### src/hw/rtl/tccs_pkg.sv
// Shared types and constants of the text console cursor and scroll engine.
package tccs_pkg;

  localparam logic [7:0] CODE_BS    = 8'd8;
  localparam logic [7:0] CODE_NL    = 8'd10;
  localparam logic [7:0] CODE_CR    = 8'd13;
  localparam logic [7:0] CODE_SPACE = 8'd32;

  localparam logic [7:0] REG_COLUMNS = 8'd0;
  localparam logic [7:0] REG_ROWS    = 8'd1;

  localparam logic [7:0] COLUMNS_RESET = 8'd80;
  localparam logic [6:0] ROWS_RESET    = 7'd25;

  typedef struct packed {
    logic [7:0] ch;
  } ch_item_t;

  typedef struct packed {
    logic [7:0] index;
    logic [7:0] value;
  } cfg_item_t;

  typedef struct packed {
    logic [6:0] cursor_col;
    logic [5:0] cursor_row;
    logic       cell_written;
    logic [6:0] cell_col;
    logic [5:0] cell_row;
    logic [7:0] cell_char;
    logic       scrolled;
  } res_item_t;

  // Clamped grid size in use: cols 1..128, rows 1..64.
  typedef struct packed {
    logic [7:0] cols;
    logic [6:0] rows;
  } dims_t;

  typedef enum logic [7:0] {
    ST_CLEAR   = 8'b0000_0001,
    ST_IDLE    = 8'b0000_0010,
    ST_CALC    = 8'b0000_0100,
    ST_WRITE   = 8'b0000_1000,
    ST_SC_RD   = 8'b0001_0000,
    ST_SC_WR   = 8'b0010_0000,
    ST_CLR_ROW = 8'b0100_0000,
    ST_DONE    = 8'b1000_0000
  } seq_state_e;

endpackage

### src/hw/rtl/tccs_chan_if.sv
// Valid/ready channel carrying one payload per transaction.
interface tccs_chan_if #(
  parameter type payload_t = logic [7:0]
) ();
  logic     valid;
  logic     ready;
  payload_t payload;

  modport source (output valid, output payload, input ready);
  modport sink (input valid, input payload, output ready);
endinterface

### src/hw/rtl/tccs_char_mem.sv
// Character cell store: one write port, one read port with registered data.
module tccs_char_mem #(
  parameter int ADDR_W = 13
) (
  input  logic              clk_i,
  input  logic              we_i,
  input  logic [ADDR_W-1:0] waddr_i,
  input  logic [7:0]        wdata_i,
  input  logic              re_i,
  input  logic [ADDR_W-1:0] raddr_i,
  output logic [7:0]        rdata_o
);

  logic [7:0] mem [2**ADDR_W];
  logic [7:0] rdata_q;

  always_ff @(posedge clk_i) begin
    if (we_i) begin
      mem[waddr_i] <= wdata_i;
    end
  end

  always_ff @(posedge clk_i) begin
    if (re_i) begin
      rdata_q <= mem[raddr_i];
    end
  end

  assign rdata_o = rdata_q;

endmodule

### src/hw/rtl/tccs_cursor.sv
// Cursor registers and the per-character cursor, wrap and scroll decision.
module tccs_cursor #(
  parameter int MAX_COLS = 128,
  parameter int MAX_ROWS = 64
) (
  input  logic               clk_i,
  input  logic               rst_ni,
  input  logic [7:0]         cols_cfg_i,
  input  logic [6:0]         rows_cfg_i,
  input  logic [7:0]         ch_i,
  input  logic               commit_i,
  output tccs_pkg::res_item_t res_o,
  output tccs_pkg::dims_t    dims_o
);
  import tccs_pkg::*;

  localparam int COL_LIM = (MAX_COLS < 128) ? MAX_COLS : 128;
  localparam int ROW_LIM = (MAX_ROWS < 64) ? MAX_ROWS : 64;

  logic [6:0] cur_col_q, cur_col_d;
  logic [5:0] cur_row_q, cur_row_d;
  dims_t      dims;
  res_item_t  res;

  // Saturate the register values into the supported range.
  always_comb begin
    if (cols_cfg_i == 8'd0) begin
      dims.cols = 8'd1;
    end else if (cols_cfg_i > 8'(COL_LIM)) begin
      dims.cols = 8'(COL_LIM);
    end else begin
      dims.cols = cols_cfg_i;
    end
    if (rows_cfg_i == 7'd0) begin
      dims.rows = 7'd1;
    end else if (rows_cfg_i > 7'(ROW_LIM)) begin
      dims.rows = 7'(ROW_LIM);
    end else begin
      dims.rows = rows_cfg_i;
    end
  end

  always_comb begin
    logic [7:0] col;
    logic [6:0] row;
    col = {1'b0, cur_col_q};
    row = {1'b0, cur_row_q};
    res = '0;
    // Pull the cursor back inside a grid that shrank.
    if (col >= dims.cols) begin
      col = dims.cols - 8'd1;
    end
    if (row >= dims.rows) begin
      row = dims.rows - 7'd1;
    end
    if (ch_i == CODE_BS) begin
      if (col != 8'd0) begin
        col              = col - 8'd1;
        res.cell_written = 1'b1;
        res.cell_col     = col[6:0];
        res.cell_row     = row[5:0];
        res.cell_char    = CODE_SPACE;
      end
    end else begin
      if (ch_i == CODE_CR) begin
        col = 8'd0;
      end else if (ch_i == CODE_NL) begin
        col = 8'd0;
        row = row + 7'd1;
      end else begin
        res.cell_written = 1'b1;
        res.cell_col     = col[6:0];
        res.cell_row     = row[5:0];
        res.cell_char    = ch_i;
        col              = col + 8'd1;
      end
      if (col >= dims.cols) begin
        col = 8'd0;
        row = row + 7'd1;
      end
      if (row >= dims.rows) begin
        row          = dims.rows - 7'd1;
        res.scrolled = 1'b1;
      end
    end
    res.cursor_col = col[6:0];
    res.cursor_row = row[5:0];
  end

  assign cur_col_d = commit_i ? res.cursor_col : cur_col_q;
  assign cur_row_d = commit_i ? res.cursor_row : cur_row_q;

  always_ff @(posedge clk_i or negedge rst_ni) begin
    if (!rst_ni) begin
      cur_col_q <= '0;
      cur_row_q <= '0;
    end else begin
      cur_col_q <= cur_col_d;
      cur_row_q <= cur_row_d;
    end
  end

  assign res_o  = res;
  assign dims_o = dims;

endmodule

### src/hw/rtl/text_console_cursor_scroll.sv
// Text console engine: cursor, cell store, wrap and scroll sequencer.
//
// Usage:
//   ch_i takes one character code per transaction; res_o returns one result
//   per character (new cursor, the cell stored if any, scroll flag). cfg_i
//   writes columns_in_use (index 0) and rows_in_use (index 1); it is always
//   ready; the user writes it only with no character in flight (unchecked).
// Sequencing:
//   A plain character passes accept, cursor update, cell write and hand-off;
//   its result is registered at hand-off, and the next character is taken
//   only once the last has been handed off. A scroll adds a row copy of
//   cols*(rows-1) cells, each read and then written back through the cell
//   store, plus a pass that blanks the bottom row, with cols and rows the
//   clamped sizes in use. The sequencer works on one character at a time.
// Reset:
//   The cursor goes to (0,0), the sizes to 80 columns by 25 rows, and a
//   clearing pass writes spaces to every cell, one per cycle; ch_i is not
//   ready during that pass.
// Stalls:
//   The result register holds a finished result until res_o is taken; the
//   next character may already be accepted and worked on meanwhile.
module text_console_cursor_scroll #(
  parameter int MAX_COLS = 128,
  parameter int MAX_ROWS = 64
) (
  input logic        clk_i,
  input logic        rst_ni,
  tccs_chan_if.sink   ch_i,
  tccs_chan_if.sink   cfg_i,
  tccs_chan_if.source res_o
);
  import tccs_pkg::*;

  localparam int COL_W  = (MAX_COLS > 1) ? $clog2(MAX_COLS) : 1;
  localparam int ROW_W  = (MAX_ROWS > 1) ? $clog2(MAX_ROWS) : 1;
  localparam int ADDR_W = COL_W + ROW_W;

  seq_state_e  state_q, state_d;
  logic [7:0]  cols_q;
  logic [6:0]  rows_q;
  logic [7:0]  ch_q;
  res_item_t   step_res;
  res_item_t   res_q;
  res_item_t   out_q;
  logic        out_valid_q, out_valid_d;
  dims_t       dims;
  logic        commit;
  logic        load_out;

  logic [ADDR_W-1:0] clr_addr_q, clr_addr_d;
  logic [6:0]        scr_col_q, scr_col_d;
  logic [5:0]        scr_row_q, scr_row_d;
  logic              last_col;
  logic              last_copy_row;
  logic [6:0]        src_row;

  logic              mem_we;
  logic [ADDR_W-1:0] mem_waddr;
  logic [7:0]        mem_wdata;
  logic              mem_re;
  logic [ADDR_W-1:0] mem_raddr;
  logic [7:0]        mem_rdata;

  // Configuration registers.
  assign cfg_i.ready = 1'b1;

  always_ff @(posedge clk_i or negedge rst_ni) begin
    if (!rst_ni) begin
      cols_q <= COLUMNS_RESET;
      rows_q <= ROWS_RESET;
    end else if (cfg_i.valid) begin
      if (cfg_i.payload.index == REG_COLUMNS) begin
        cols_q <= cfg_i.payload.value;
      end else if (cfg_i.payload.index == REG_ROWS) begin
        rows_q <= cfg_i.payload.value[6:0];
      end
    end
  end

  tccs_cursor #(
    .MAX_COLS (MAX_COLS),
    .MAX_ROWS (MAX_ROWS)
  ) u_cursor (
    .clk_i      (clk_i),
    .rst_ni     (rst_ni),
    .cols_cfg_i (cols_q),
    .rows_cfg_i (rows_q),
    .ch_i       (ch_q),
    .commit_i   (commit),
    .res_o      (step_res),
    .dims_o     (dims)
  );

  tccs_char_mem #(
    .ADDR_W (ADDR_W)
  ) u_char_mem (
    .clk_i   (clk_i),
    .we_i    (mem_we),
    .waddr_i (mem_waddr),
    .wdata_i (mem_wdata),
    .re_i    (mem_re),
    .raddr_i (mem_raddr),
    .rdata_o (mem_rdata)
  );

  assign ch_i.ready    = (state_q == ST_IDLE);
  assign commit        = (state_q == ST_CALC);
  assign last_col      = (scr_col_q == 7'(dims.cols - 8'd1));
  assign src_row       = {1'b0, scr_row_q} + 7'd1;
  assign last_copy_row = (src_row == dims.rows - 7'd1);
  assign load_out      = (state_q == ST_DONE) && (!out_valid_q || res_o.ready);

  // Cell store port steering.
  always_comb begin
    mem_we    = 1'b0;
    mem_waddr = clr_addr_q;
    mem_wdata = CODE_SPACE;
    mem_re    = 1'b0;
    mem_raddr = {ROW_W'(src_row), COL_W'(scr_col_q)};
    unique case (state_q)
      ST_CLEAR: begin
        mem_we = 1'b1;
      end
      ST_WRITE: begin
        mem_we    = res_q.cell_written;
        mem_waddr = {ROW_W'(res_q.cell_row), COL_W'(res_q.cell_col)};
        mem_wdata = res_q.cell_char;
      end
      ST_SC_RD: begin
        mem_re = 1'b1;
      end
      ST_SC_WR: begin
        mem_we    = 1'b1;
        mem_waddr = {ROW_W'(scr_row_q), COL_W'(scr_col_q)};
        mem_wdata = mem_rdata;
      end
      ST_CLR_ROW: begin
        mem_we    = 1'b1;
        mem_waddr = {ROW_W'(dims.rows - 7'd1), COL_W'(scr_col_q)};
      end
      ST_IDLE, ST_CALC, ST_DONE: begin
      end
      default: begin
      end
    endcase
  end

  // Sequencer.
  always_comb begin
    state_d    = state_q;
    clr_addr_d = clr_addr_q;
    scr_col_d  = scr_col_q;
    scr_row_d  = scr_row_q;
    unique case (state_q)
      ST_CLEAR: begin
        clr_addr_d = clr_addr_q + 1'b1;
        if (&clr_addr_q) begin
          state_d = ST_IDLE;
        end
      end
      ST_IDLE: begin
        if (ch_i.valid) begin
          state_d = ST_CALC;
        end
      end
      ST_CALC: begin
        state_d = ST_WRITE;
      end
      ST_WRITE: begin
        scr_col_d = '0;
        scr_row_d = '0;
        if (!res_q.scrolled) begin
          state_d = ST_DONE;
        end else if (dims.rows == 7'd1) begin
          state_d = ST_CLR_ROW;
        end else begin
          state_d = ST_SC_RD;
        end
      end
      ST_SC_RD: begin
        state_d = ST_SC_WR;
      end
      ST_SC_WR: begin
        state_d = ST_SC_RD;
        if (last_col) begin
          scr_col_d = '0;
          if (last_copy_row) begin
            state_d = ST_CLR_ROW;
          end else begin
            scr_row_d = src_row[5:0];
          end
        end else begin
          scr_col_d = scr_col_q + 7'd1;
        end
      end
      ST_CLR_ROW: begin
        scr_col_d = scr_col_q + 7'd1;
        if (last_col) begin
          state_d = ST_DONE;
        end
      end
      ST_DONE: begin
        if (load_out) begin
          state_d = ST_IDLE;
        end
      end
      default: begin
        state_d = ST_IDLE;
      end
    endcase
  end

  always_comb begin
    out_valid_d = out_valid_q;
    if (load_out) begin
      out_valid_d = 1'b1;
    end else if (res_o.ready) begin
      out_valid_d = 1'b0;
    end
  end

  always_ff @(posedge clk_i or negedge rst_ni) begin
    if (!rst_ni) begin
      state_q     <= ST_CLEAR;
      clr_addr_q  <= '0;
      scr_col_q   <= '0;
      scr_row_q   <= '0;
      out_valid_q <= 1'b0;
    end else begin
      state_q     <= state_d;
      clr_addr_q  <= clr_addr_d;
      scr_col_q   <= scr_col_d;
      scr_row_q   <= scr_row_d;
      out_valid_q <= out_valid_d;
    end
  end

  // Payload registers.
  always_ff @(posedge clk_i) begin
    if (ch_i.valid && ch_i.ready) begin
      ch_q <= ch_i.payload.ch;
    end
    if (commit) begin
      res_q <= step_res;
    end
    if (load_out) begin
      out_q <= res_q;
    end
  end

  assign res_o.valid   = out_valid_q;
  assign res_o.payload = out_q;

  a_copy_in_grid: assert property (@(posedge clk_i) disable iff (!rst_ni)
    (state_q == ST_SC_WR) |-> ({1'b0, scr_row_q} < dims.rows - 7'd1) &&
                              ({1'b0, scr_col_q} < dims.cols))
    else $error("row copy outside the grid in use");

  a_scroll_on_last_row: assert property (@(posedge clk_i) disable iff (!rst_ni)
    commit && step_res.scrolled |=> res_q.cursor_row == 6'(dims.rows - 7'd1))
    else $error("scroll left the cursor off the last row");

  a_result_cursor_in_grid: assert property (@(posedge clk_i) disable iff (!rst_ni)
    load_out |=> ({1'b0, out_q.cursor_col} < dims.cols) &&
                 ({1'b0, out_q.cursor_row} < dims.rows))
    else $error("result cursor outside the grid in use");

  a_no_cell_fields_zero: assert property (@(posedge clk_i) disable iff (!rst_ni)
    commit && !step_res.cell_written |=>
      (res_q.cell_col == 7'd0) && (res_q.cell_row == 6'd0) && (res_q.cell_char == 8'd0))
    else $error("cell fields set without a stored cell");

  a_no_accept_while_busy: assert property (@(posedge clk_i) disable iff (!rst_ni)
    (ch_i.valid && ch_i.ready) |=> (state_q == ST_CALC) && !ch_i.ready)
    else $error("character taken while another is in flight");

endmodule

### src/flat_wrapper.sv
// flat-port wrapper written by rule: the top's interface ports become plain ports
module text_console_cursor_scroll_flat import tccs_pkg::*;
#(
  parameter int MAX_COLS = 128,
  parameter int MAX_ROWS = 64
)
  (clk_i, rst_ni, ch_i_valid, ch_i_payload, ch_i_ready, cfg_i_valid, cfg_i_payload, cfg_i_ready, res_o_valid, res_o_payload, res_o_ready);
  tccs_chan_if #(.payload_t(ch_item_t)) ch_i_i ();
  tccs_chan_if #(.payload_t(cfg_item_t)) cfg_i_i ();
  tccs_chan_if #(.payload_t(res_item_t)) res_o_i ();
  input logic clk_i;
  input logic rst_ni;
  input wire logic [$bits(ch_i_i.valid)-1:0] ch_i_valid;
  input wire logic [$bits(ch_i_i.payload)-1:0] ch_i_payload;
  output wire logic [$bits(ch_i_i.ready)-1:0] ch_i_ready;
  input wire logic [$bits(cfg_i_i.valid)-1:0] cfg_i_valid;
  input wire logic [$bits(cfg_i_i.payload)-1:0] cfg_i_payload;
  output wire logic [$bits(cfg_i_i.ready)-1:0] cfg_i_ready;
  output wire logic [$bits(res_o_i.valid)-1:0] res_o_valid;
  output wire logic [$bits(res_o_i.payload)-1:0] res_o_payload;
  input wire logic [$bits(res_o_i.ready)-1:0] res_o_ready;
  assign ch_i_i.valid = ch_i_valid;
  assign ch_i_i.payload = ch_i_payload;
  assign ch_i_ready = ch_i_i.ready;
  assign cfg_i_i.valid = cfg_i_valid;
  assign cfg_i_i.payload = cfg_i_payload;
  assign cfg_i_ready = cfg_i_i.ready;
  assign res_o_valid = res_o_i.valid;
  assign res_o_payload = res_o_i.payload;
  assign res_o_i.ready = res_o_ready;
  text_console_cursor_scroll #(.MAX_COLS(MAX_COLS), .MAX_ROWS(MAX_ROWS)) u_core (.clk_i(clk_i), .rst_ni(rst_ni), .ch_i(ch_i_i), .cfg_i(cfg_i_i), .res_o(res_o_i));
endmodule
### config.mk
export PLATFORM = sky130hd
export DESIGN_NAME = text_console_cursor_scroll_flat
export DESIGN_NICKNAME = d
export VERILOG_FILES = /design/src/hw/rtl/tccs_pkg.sv /design/src/hw/rtl/tccs_chan_if.sv /design/src/hw/rtl/tccs_char_mem.sv /design/src/hw/rtl/tccs_cursor.sv /design/src/hw/rtl/text_console_cursor_scroll.sv /design/src/flat_wrapper.sv
export SDC_FILE = /design/constraint.sdc
export NUM_CORES = 1
export LEC_CHECK = 0
export ABC_AREA = 1
export BUFFER_PORTS_ARGS = -buffer_cell sky130_fd_sc_hd__buf_2
export CAP_MARGIN = 30
export CORE_UTILIZATION = 45
export DETAILED_ROUTE_END_ITERATION = 8
export PLACE_DENSITY = 0.62
export SLEW_MARGIN = 5
export SYNTH_ARGS = -nofsm -noshare
export SYNTH_HDL_FRONTEND = slang
export SYNTH_SLANG_ARGS = --single-unit
### constraint.sdc
create_clock -name clk_i -period 10.8 [get_ports clk_i]
set_clock_uncertainty 0.2 [all_clocks]
set_input_delay 0.54 -clock clk_i [delete_from_list [all_inputs] [get_ports clk_i]]
set_output_delay 0.54 -clock clk_i [all_outputs]
set_load 0.005 [all_outputs]
==> impl_results.md <==
* Status: completed
* Pwr Total at 2.883 mW
* Mean Syn Cell Area at 8.857 µm²
* R2R Setup Slk at approximately 4.5 ns
* R2R depth at 38
* Post-CTS Hold Buffers at 0
* Critical path's slowest cell: dfrtp_1
* Core footprint at 17240 µm²
* Largest stage delay, worst path at between 0.4 and 0.5 ns
* Die ar. at around 18000 µm²
* Post-DP HPWL at between 10000 and 15000 µm
* Most common cell in the netlist: nand2_1
* Tot GR Track Use at 0.2067
* Ports at a little under 70
* Fin nets at about 1000
* Largest net degree at the start of global routing at 64
* Post-route setup slack at around 4.5 ns
* Worst setup SP type: register
* Relative slew slack at 0.3446
* CTS sink count at about 140
* Async SR Flop Fraction at 0.4406
* Library cells used by synthesis at 50
* Mean routed wirelength per cell at about 14 µm
* H-tree level count at 4
* First-pass GRT wire length at 28740 µm
* Gpl congestion at 0.9014
* Yosys warns at 0
* Worst slew pin tran at 0.9795 ns
* CP dominant cell by count: nand2_1
* Routed vias at around 6000
* DRC Markers at 0
* DP Cell Count at roughly 1200
* Commonest cells post-synth: 227 x nand2_1, 110 x inv_1, 87 x nor2_1, 80 x edfxtp_1, 57 x dfrtp_1
* Antenna violations before repair at 0
* Die H at ~130 µm
* Primary FF master, synth: edfxtp_1
* Reg clk slew, reported paths at ~0.060 ns
* Pwr Density at 317.7 nW/µm²
* Synth area leader: edfxtp_1
* WP depth at 38
* Layout cells sized above 1 at 0.1509
* Filler cells at about 1600
* Layout Cells excl Fill at 1206
* Worst min path class: input port to asynchronous set/reset pin
* Synth Register Bits at about 140
* Vias in the first global route at about 5800
* Area Overhead vs Synth at 15.00%
* 1st-iter DRT viols at roughly 470
* Final setup viols at 0
* Post-Syn Area at 7891 µm²
* Top delay family on crit path: simple AND/OR/NAND/NOR gates
* Slew Viols, Final at 0
* Post-synth EDFFs at 80
* Total negative slack at 0 ns
* Antenna-violating nets left at 0
* Worst-case hold slack at 0.08720 ns
* TritonRoute pass-1 iters at 5
* DR vias/cell at about 5.1
* Synth Instances at between 800 and 900
* Post-CTS Resized at 0
* Largest cells by area after synthesis: edfxtp_1 30%, dfrtp_1 18%, nand2_1 11%
* Yosys top cell area share at 0.3044
* Diodes inserted at 0
* Inserted Clock Buffers at 17
* Initial Utilization at 0.4578
* Period utilisation layout at 0.5841
* WS Path Type: register to register
* Critical path arrival at around 6.4 ns
* FMAX at approximately 0.16 GHz
* Mapped Nets at 960
* Worst Path Max Fanout at 17
* Sequential share of the synthesized area at 0.5052
* RSZ-0062 raised after global routing: no
* Setup WS pre-CTS at between 4 and 5 ns
* CP required at approximately 11 ns
* I/O Buffers at between 60 and 70
* Total grt overflow at 0
* Clock Tree Root: clkbuf_16
* Tmin final at between 6 and 7 ns
* WL final at around 17000 µm
* Clock latency at the later pin of the worst-skew pair at approximately 0.43 ns
* Leak at around 4.2 nW
* TritonCTS clock tree: yes
* Die width at between 100 and 150 µm
* Setup Fix Bufs, Post-CTS at 0
* Crit end category: register
* Max Cap Viol at 0
* VDD IR max at roughly 0.00017 V
* Final Hold Fails at 0
* # rows at between 40 and 50
* Maximum clock insertion buffer count at 2
* Critical path buffers and inverters at 4
[cell usage in the layout (no fill, tap or decap), types with 19 or more instances in the layout]
master    count
edfxtp_1     80
nand4_1      23
o21ai_0      44
dfrtp_1      57
ha_1         40
nand2_1     227
a21oi_1      19
xor2_1       33
inv_1       110
nor2_1       86
nand3_1      55
buf_2        66
[sequential cells by signal, indices dropped and copies added, names as in the netlist]
name                       flops
u_core.res_o.valid             1
u_core.scr_col_q               7
u_core.u_cursor.cur_row_q      6
u_core.res_q                  36
u_core.scr_row_q               6
u_core.clr_addr_q             13
u_core.res_o.payload          36
u_core.state_q                 8
u_core.cols_q                  8
u_core.u_cursor.cur_col_q      7
u_core.rows_q                  7
u_core.ch_q                    8
[final cells by class]
type	instances	area (µm²)	area share
well taps	225	281.5	0.03102
multi-input cells	617	3406	0.3753
repair buffers	70	380.4	0.04191
clock inverters	15	148.9	0.01641
clock buffers	17	425.4	0.04688
inverters	119	446.7	0.04922
flip-flops and latches	143	3986	0.4393
[through the flow]
step                      instance area, µm²    util
final                                   9075  0.5265
after global placement                  8466  0.4911
after detailed placement                8501  0.4932
after global routing                    9075  0.5265
after floorplan                         7891       -
after CTS                               9075  0.5265
[final timing paths]
| kind | startpoint | endpoint |
|---|---|---|
| max | u_core.cols_q[3]$_DFFE_PN0P_ | u_core.u_cursor.cur_row_q[1]$_DFFE_PN0P_ |
| min | rst_ni | u_core.cols_q[2]$_DFFE_PN0P_ |
| max reg2reg | u_core.cols_q[3]$_DFFE_PN0P_ | u_core.u_cursor.cur_row_q[1]$_DFFE_PN0P_ |
| min reg2reg | u_core.res_q[35]$_DFFE_PP_ | u_core.res_o.payload[35]$_DFFE_PP_ |
| max in group asynchronous | rst_ni | u_core.scr_row_q[4]$_DFFE_PN0P_ |
| min in group clk_i | ch_i_payload[2] | u_core.ch_q[2]$_DFFE_PP_ |
[power breakdown]
group	switching (mW)	total, mW	leakage (nW)	internal (mW)
Combinational	1.04	1.54	2.37	0.500
Sequential	0.0446	0.774	1.57	0.729
Clock	0.247	0.571	0.273	0.324
[worst reg2reg max path: cells and delay by family (launching register included)]
| family | cells | cell delay [ns] |
|---|---|---|
| AO/OA/AOI/OAI | 10 | 1.58 |
| adder cells (fa/ha/maj) | 4 | 1.07 |
| buffers and inverters | 4 | 0.41 |
| flip-flops | 1 | 0.43 |
| AND/OR/NAND/NOR | 20 | 2.52 |
[metal layers]
layer,global-route usage,share of wire,vias up
li1,-,-,3105
met1,0.2896,0.49,2826
met2,0.3235,0.45,178
met3,0.03590,0.047,22
met4,0.07179,0.014,0
met5,0,0,-
[cells by family after synthesis]
family,synth area share
xor gates and xnor gates,0.04440
adders and majority gates,0.06342
AOI/OAI and AO/OA,0.07103
muxes,0.001427
DFF,0.5052
and+or+nand+nor,0.2488
buffers and inverters,0.06532
other,0.0004752
Note: power is estimated with default switching activity, not from simulation.
